`src/twtlb_pkg.sv`:
```
`default_nettype none

package twtlb_pkg;

    localparam int unsigned DEF_SETS    = 64;
    localparam int unsigned PAGE_SHIFT  = 12;
    localparam int unsigned ADDR_W      = 32;
    localparam int unsigned TAG_W       = ADDR_W - PAGE_SHIFT;
    localparam int unsigned CHANGED_BIT = 7;

    localparam logic [ADDR_W-1:0] OFFSET_MASK = 32'h0000_0fff;
    localparam logic [ADDR_W-1:0] PAGE_MASK   = ~OFFSET_MASK;

    // action codes
    localparam logic [1:0] ACT_LOOKUP = 2'd0;
    localparam logic [1:0] ACT_FILL   = 2'd1;
    localparam logic [1:0] ACT_INVAL  = 2'd2;

    // access kinds
    localparam logic [1:0] KIND_NOEXC  = 2'd0;
    localparam logic [1:0] KIND_READ   = 2'd1;
    localparam logic [1:0] KIND_WRITE  = 2'd2;
    localparam logic [1:0] KIND_IFETCH = 2'd3;

    // result status
    localparam logic [1:0] ST_HIT  = 2'd0;
    localparam logic [1:0] ST_MISS = 2'd1;
    localparam logic [1:0] ST_CHG  = 2'd2;

    typedef enum logic [2:0] {
        S_CLEAR,
        S_IDLE,
        S_HASH,
        S_MOD,
        S_READ,
        S_EXEC
    } t_state;

    typedef struct packed {
        logic vld;
        logic [TAG_W-1:0] tag;
        logic [ADDR_W-1:0] word;
    } t_way;

    typedef struct packed {
        logic recent;
        t_way [1:0] way;
    } t_row;

    typedef struct packed {
        logic clr_wr;    // clearing pass write
        logic load;      // capture request
        logic mul;       // reciprocal product
        logic mod;       // set index
        logic rd;        // row read
        logic exec;      // row update
        logic next_tbl;  // invalidate moves to instruction table
        logic out_load;  // load result register
    } t_cmd;

    typedef struct packed {
        logic clr_last;
        logic inv;
        logic tbl;
        logic out_busy;
    } t_sts;

endpackage

`default_nettype wire

```
`src/twtlb_ctrl.sv`:
```
`default_nettype none

module twtlb_ctrl (
    input  wire logic          i_clk,
    input  wire logic          i_rst_n,
    input  wire logic          i_in_valid,
    output logic               o_in_ready,
    input  twtlb_pkg::t_sts    i_sts,
    output twtlb_pkg::t_cmd    o_cmd
);
    import twtlb_pkg::*;

    t_state r_state;
    t_state n_state;

    always_ff @(posedge i_clk) begin
        if (!i_rst_n) begin
            r_state <= S_CLEAR;
        end else begin
            r_state <= n_state;
        end
    end

    always_comb begin
        n_state    = r_state;
        o_cmd      = '0;
        o_in_ready = 1'b0;
        unique case (r_state)
            S_CLEAR: begin
                o_cmd.clr_wr = 1'b1;
                if (i_sts.clr_last) begin
                    n_state = S_IDLE;
                end
            end
            S_IDLE: begin
                o_in_ready = 1'b1;
                if (i_in_valid) begin
                    o_cmd.load = 1'b1;
                    n_state    = S_HASH;
                end
            end
            S_HASH: begin
                o_cmd.mul = 1'b1;
                n_state   = S_MOD;
            end
            S_MOD: begin
                o_cmd.mod = 1'b1;
                n_state   = S_READ;
            end
            S_READ: begin
                o_cmd.rd = 1'b1;
                n_state  = S_EXEC;
            end
            S_EXEC: begin
                // invalidate: data table row first, then instruction table row
                if (i_sts.inv && !i_sts.tbl) begin
                    o_cmd.exec     = 1'b1;
                    o_cmd.next_tbl = 1'b1;
                    n_state        = S_READ;
                end else if (!i_sts.out_busy) begin
                    o_cmd.exec     = 1'b1;
                    o_cmd.out_load = 1'b1;
                    n_state        = S_IDLE;
                end
            end
            default: begin
                n_state = S_CLEAR;
            end
        endcase
    end

endmodule

`default_nettype wire

```
`config.mk`:
```
export PLATFORM = sky130hd
export DESIGN_NAME = twtlb_ctrl
export DESIGN_NICKNAME = d
export VERILOG_FILES = /design/src/twtlb_pkg.sv /design/src/twtlb_ctrl.sv
export SDC_FILE = /design/constraint.sdc
export NUM_CORES = 1
export LEC_CHECK = 0
export ABC_AREA = 1
export BUFFER_PORTS_ARGS = -buffer_cell sky130_fd_sc_hd__clkbuf_2
export CORE_AREA = 3 3 40 42
export DETAILED_ROUTE_END_ITERATION = 16
export DIE_AREA = 0 0 43 45
export PLACE_DENSITY = 0.48
export SYNTH_ARGS = -nofsm -noshare
export SYNTH_HDL_FRONTEND = slang
export SYNTH_SLANG_ARGS = --single-unit
```
`constraint.sdc`:
```
create_clock -name i_clk -period 1.2 [get_ports i_clk]
set_clock_uncertainty 0.05 [all_clocks]
set_input_delay 0.12 -clock i_clk [delete_from_list [all_inputs] [get_ports i_clk]]
set_output_delay 0.12 -clock i_clk [all_outputs]
set_load 0.05 [all_outputs]
```
Word-level counts from Yosys, hierarchy flattened:

Index checks and enable logic that the tools add are counted.

* bits in registers: 3
* input port bits: 7
* output and inout port bits: 9

* equality and inequality tests: 8
* multiplexer cells: 17
* reductions and logical operators: 4

Operators by type and width (count)
* $pmux W3 S6: 1
* $mux W3: 5
* $mux W1: 11
* $eq A3 B2 Y1 const B: 2
* $eq A3 B3 Y1 const B: 2
* $ne A2 B2 Y1 const B: 2
* $eq A3 B1 Y1 const B: 1
* $logic_not A3 Y1: 1
* $ne A3 B3 Y1 const B: 1
* $reduce_and A3 Y1: 1
* $logic_and A1 B1 Y1: 1
* $logic_not A1 Y1: 1

Logic depth before layout (Yosys ltp):

Gate-level depths: netlist of run 1.

* depth in word-level cells: 4
* gate-level depth with buffers: 8
* gate-level depth less buffers: 7

Worst setup path before layout of run 1:

Ideal clock, no wire load.

* path type: register to output
* start point: reg r_state[0]
* end point: out o_cmd[0] (netlist bit)
* arrival: 1592 ps
* data required time: 1030 ps
* setup slack: -562 ps
* stages on the path, launching flop included: 4
* buffers on the path: 1
* cells stage by stage: dfxtp_1 -> buf_4 -> nand3_2 -> nor3_1

RTL lines
* from (decl): line twtlb_ctrl.sv:13 `t_state r_state;`
* from (signal assigned): line twtlb_ctrl.sv:20 `r_state <= n_state;`
* to (decl): line twtlb_ctrl.sv:9 `output twtlb_pkg::t_cmd o_cmd`

==> impl_metrics.ini, run 1 <==
[status]
outcome = complete, but fails checks
violations = setup timing

[pwr]
sw_frac_of_total_pct = 40.0
p_leak_nw = 0.272
intPower_mw = 0.347
vdd_drop_max_mv = 0.489
p_seq_share_pct = 22.6
power_density_mw_per_mm2 = 1050
switching_power_mw = 0.232
pwr-share-clk_pct = 29.6
p_comb_share_pct = 47.8

[worst_setup_path]
path_class = flop to primary output
reg2reg_from = r_state[0]
path_max_fanout = 7
cp.buffers_inverters = 2
cp-startpoint = r_state[0]
end_kind = primary output
worstPathArrival_ps = 1150
critPathRequiredTime_ps = 1030
cpPeakStageDelay_ps = 380
path_delay_family = flip-flops
crit_chain = inv_2, nor2_2, nand2_2, nor2_4, buf_8
start_kind = flop
cpMaxStageDelayCell = dfxtp_4

[yosys]
netlist_top_cells_count = nand2_1 (10), nor2_1 (8), inv_1 (7)
async_flop_share_pct = 0
synth.most_common_cell = nand2_1
synth_top_flop_cell = dfxtp_1
synth_cells = 46
syn_area_sq_um = 253
synth_top_cell_area_share_pct = 23.8
synth.area.top_cells = dfxtp_1 (24%), nand2_1 (15%), nor2_1 (12%)
yosysWarnings = 0
synth.avg_cell_area_sq_um = 5.49
synth-edff-count = 0
synth_nets = 53
yosysSeqAreaShare_pct = 23.8
ys_ff_latch = 3
synth_cell_types = 13
synth.largest_area_cell = dfxtp_1

[timing]
min_period_over_period_pct = 110
period_minus_slack_ps = 1320
setup-tns-final_ps = -332
slew_viol_final = 0
tightest_slew_ps = 282
finalHoldViolCount = 0
max_freq_mhz = 760
setup_violations = 5
slew_headroom_pct = 81.2
rsz0062_at_grt = true
worst_slack_ps = -115

[placement]
port_buffers = 15
dp_hpwl_um = 535
dpl_cell_area_sq_um = 363
post-place-ws_ps = -124
gp_congestion = 0.761

[floorplan]
initial_core_util_pct = 19.7
dieArea_sq_mm = 0.00194
die_w_um = 43
placementRows = 13
die_height_um = 45
ioPinCount = 16
fp.coreArea_sq_mm = 0.00128

[clock_network]
root_buffer = clkbuf_4
clock_latency_ps = 230
cts_buffers = 3
cts_tree = done
clk_pin_slew_ps = 40
hold_buffers = 0
clock_sinks = 3
max-clock-path-buffers = 2
h-tree-depth = 1

[min_path]
hp-start = i_rst_n
hold_class = input port to flop

[grt]
grt_usage_pct = 8.65
grt_max_degree = 9
grt_overflow = 0
grt_pass1_vias = 304
antenna_found_initial = 0
grt_pass1_wl_um = 1240

[final_layout]
nNetsFinal = 77
regArea_sq_um = 71.3
top_register = r_state
largest_register_ffs = 3
drive_gt1_share_pct = 62.3
final_cell_area_sq_um = 549
antenna_cells = 0
syn_to_final_growth_pct = 117
n_fill_cell = 135
multi_input_area_sq_um = 195
largestRegisters = r_state (3)

[routing]
first_iter_violations = 2
antenna_left = 0
drc = 0
wl_per_cell_um = 9.06
first_pass_iters = 2
wl_um = 761
vias_per_cell = 4.15
vias = 349

[flow_run]
drv_cap = 0
[worst register-to-register path, delay by kind of cell (launching register included)]
kind | cells | cell delay, ps
buffers and inverters | 2 | 200
flip-flops | 1 | 380
AND/OR/NAND/NOR | 5 | 400
[power by group through the flow]
stage	clock [mW]	sequential [mW]	combinational, mW
floorplan	0	0.120	0.165
global placement	0	0.131	0.192
detailed placement	0	0.132	0.191
CTS	0.181	0.134	0.223
global route	0.201	0.132	0.296
finish	0.172	0.131	0.277
[routing by layer]
metal / up-vias / routed length [um] / global-route usage [%]
li1: 190 / - / -
met2: 9 / 415 / 15.3
met5: - / 0 / 0
met3: 0 / 41 / 3.59
met1: 150 / 303 / 9.13
met4: 0 / 0 / 3.61
[cell type report]
type,count,share of cell area (%)
tap,15,3.42
clock buffer,4,4.78
inverter,10,7.29
sequential,3,13.0
multi-input combinational,32,35.5
timing repair buffer,20,36.0
[path summary, 6_finish.rpt]
| check | end | slack (ps) | cells after the start |
|---|---|---|---|
| setup reg to reg | r_state[1] | 100 | 7 |
| setup / recovery | o_cmd[6] | -120 | 5 |
| hold / removal | r_state[1] | 70 | 3 |
| hold reg to reg | r_state[0] | 530 | 3 |
[per-stage QoR]
stage | cells | total power [mW] | utilization [%] | hold WS (ps)
2_1_floorplan | 46 | 0.285 | - | 194
3_3_place_gp | 75 | 0.323 | 28.2 | 308
3_5_place_dp | 75 | 0.323 | 28.2 | 310
4_1_cts | 79 | 0.537 | 37.0 | 54.3
5_1_grt | 84 | 0.629 | 42.7 | 79.0
6_report | 84 | 0.579 | 42.7 | 70.5
[placed cells by master (no fill, tap or decap), drive strengths merged]
cell and n:
inv 10, nor2 10, nand2 10, buf 13
nand3b 1, nor3 3, a21oi 3, o21ai 1
clkbuf 11, dfxtp 3, nand3 4
[kinds of logic (layout without fill, tap and decap cells)]
group,after synthesis,count (layout),synth area share [%]
simple gates,28,28,50.5
buf+inv,11,34,17.8
compound gates,4,4,7.92
flops,3,3,23.8
[repair_timing]
action,4_1_cts,5_1_grt
buffers inserted,0,5
pin swaps,1,4
cloned,0,0
resized for setup,24,17
setup endpoints to repair,9,8
Note: power is estimated with default switching activity, not from simulation.
==> run 2, diff against run 1 <==
--- a/config.mk
+++ b/config.mk
@@ -6,7 +6,7 @@
 export NUM_CORES = 1
 export LEC_CHECK = 0
 export ABC_AREA = 1
-export BUFFER_PORTS_ARGS = -buffer_cell sky130_fd_sc_hd__clkbuf_2
+export BUFFER_PORTS_ARGS = -buffer_cell sky130_fd_sc_hd__buf_4
 export CORE_AREA = 3 3 40 42
 export DETAILED_ROUTE_END_ITERATION = 16
 export DIE_AREA = 0 0 43 45
==> run 2 against run 1 <==
Net effect: the flow still finishes with violations (setup timing); die area did not move; register-to-register slack about the same; wire length grew 4.3%; maximum frequency increased by 3.9%; worst hold slack gained 9.1 ps; first-iteration DRC count rose to 3.0 times the previous value; flip-flop and latch count unchanged.
==> impl_metrics.ini, run 2 (same netlist as run 1, synthesis figures left out) <==
[grt]
grt_pass1_wl_um = 1340
grt_usage_pct = 9.56
antenna_found_initial = 0
grt_max_degree = 6
grt_overflow = 0
grt_pass1_vias = 329

[routing]
wl_per_cell_um = 9.34
drc = 0
vias_per_cell = 4.26
first_iter_violations = 6
first_pass_iters = 4
vias = 362
antenna_left = 0
wl_um = 794

[final_layout]
syn_to_final_growth_pct = 138
largestRegisters = r_state (3)
drive_gt1_share_pct = 64.3
nNetsFinal = 78
layout_commonest_cell = buf_4
multi_input_area_sq_um = 231
largest_register_ffs = 3
antenna_cells = 0
regArea_sq_um = 71.3
top_register = r_state
n_fill_cell = 134
final_cell_mix = buf_4 (12), nand2_1 (9), buf_8 (5)

[floorplan]
die_height_um = 45
ioPinCount = 16
die_w_um = 43
initial_core_util_pct = 19.7
dieArea_sq_mm = 0.00194
placementRows = 13
fp.coreArea_sq_mm = 0.00128

[min_path]
holdPathStages = 3
min_to = r_state[1]
hp-start = i_rst_n
hold_class = input port to flop

[status]
violations = setup timing
outcome = complete, but fails checks

[placement]
port_buffers = 15
gp_congestion = 0.709
dp_hpwl_um = 561

[pwr]
sw_frac_of_total_pct = 40.6
p_leak_nw = 0.283
pwr-share-clk_pct = 27.8
p_seq_share_pct = 21.4
finalPower_mw = 0.619
power_density_mw_per_mm2 = 1030
switching_power_mw = 0.252
vdd_drop_max_mv = 0.516
p_comb_share_pct = 50.9
intPower_mw = 0.368

[worst_setup_path]
end_kind = primary output
worst-r2r-setup-slack_ps = 110
critPathRequiredTime_ps = 1030
reg2reg_from = r_state[1]
start_kind = flop
path_class = flop to primary output
rr_endpoint = r_state[2]
cp-startpoint = r_state[0]
worstPathArrival_ps = 1100
path_max_fanout = 5
rr_worst_depth = 6

[clock_network]
clk_pin_slew_ps = 40
root_buffer = clkbuf_4
h-tree-depth = 1
max-clock-path-buffers = 2
hold_buffers = 0
cts_buffers = 3
clock_sinks = 3
clock_latency_ps = 230
cts_tree = done

[timing]
tightest_slew_ps = 266
slew_viol_final = 0
hold_ws_ps = 79.6
period_minus_slack_ps = 1270
slew_headroom_pct = 82.2
setup_violations = 7
worst_slack_ps = -66.0
finalHoldViolCount = 0
max_freq_mhz = 790
rsz0062_at_grt = true
min_period_over_period_pct = 105

[flow_run]
drv_cap = 0
[run 2: final cells by class]
| type | instances | share of cell area, % |
|---|---|---|
| Timing Repair Buffer | 21 | 35.0 |
| Tap cell | 15 | 3.13 |
| Clock buffer | 4 | 4.38 |
| Multi-Input combinational cell | 32 | 38.5 |
| Inverter | 10 | 7.08 |
| Sequential cell | 3 | 11.9 |
[run 2: through the flow]
| stage | TNS, ps | area [sq um] | instances | worst slack [ps] | utilization (%) |
|---|---|---|---|---|---|
| after global placement | -10.8 | 400 | 75 | -10.8 | 31.2 |
| after detailed placement | -94.4 | 400 | 75 | -60.6 | 31.2 |
| final | -155 | 601 | 85 | -66.0 | 46.7 |
| after floorplan | -348 | 277 | 46 | -164 | - |
| after CTS | -273 | 537 | 84 | -83.2 | 41.8 |
| after global routing | -708 | 601 | 85 | -104 | 46.7 |
[run 2: power by group through the flow]
| stage | logic [mW] | clock network, mW | registers [mW] |
|---|---|---|---|
| 6_report | 0.315 | 0.172 | 0.132 |
| 5_1_grt | 0.336 | 0.201 | 0.134 |
| 4_1_cts | 0.271 | 0.181 | 0.129 |
| 3_5_place_dp | 0.210 | 0 | 0.133 |
| 3_3_place_gp | 0.211 | 0 | 0.131 |
| 2_1_floorplan | 0.165 | 0 | 0.120 |
[run 2: timing repair]
item / CTS / global route
pin swaps: 2 / 2
buffers inserted: 5 / 1
resized for setup: 24 / 13
endpoints found under the setup margin: 8 / 10
[run 2: per-layer routing]
metal | global-route usage (%) | wire length (um)
met5 | 0 | 0
met4 | 3.61 | 0
met3 | 3.98 | 58
met2 | 18.0 | 436
met1 | 9.35 | 299
[run 2: how the worst max path moves through the flow]
stage,end,slack [ps],depth (start not counted)
2_1_floorplan,o_cmd[0],-160,3
3_3_place_gp,o_cmd[6],-10,5
3_5_place_dp,o_cmd[6],-60,5
4_1_cts,o_cmd[0],-80,4
5_1_grt,o_cmd[2],-100,4
6_report,o_cmd[6],-70,5
[run 2: worst max-delay path, cell delays in order, from the launching register on]
cell and delay (ps):
dfxtp_4 380, inv_4 50, nor2_4 100, nand2_4 70, nor2_4 100, buf_8 150
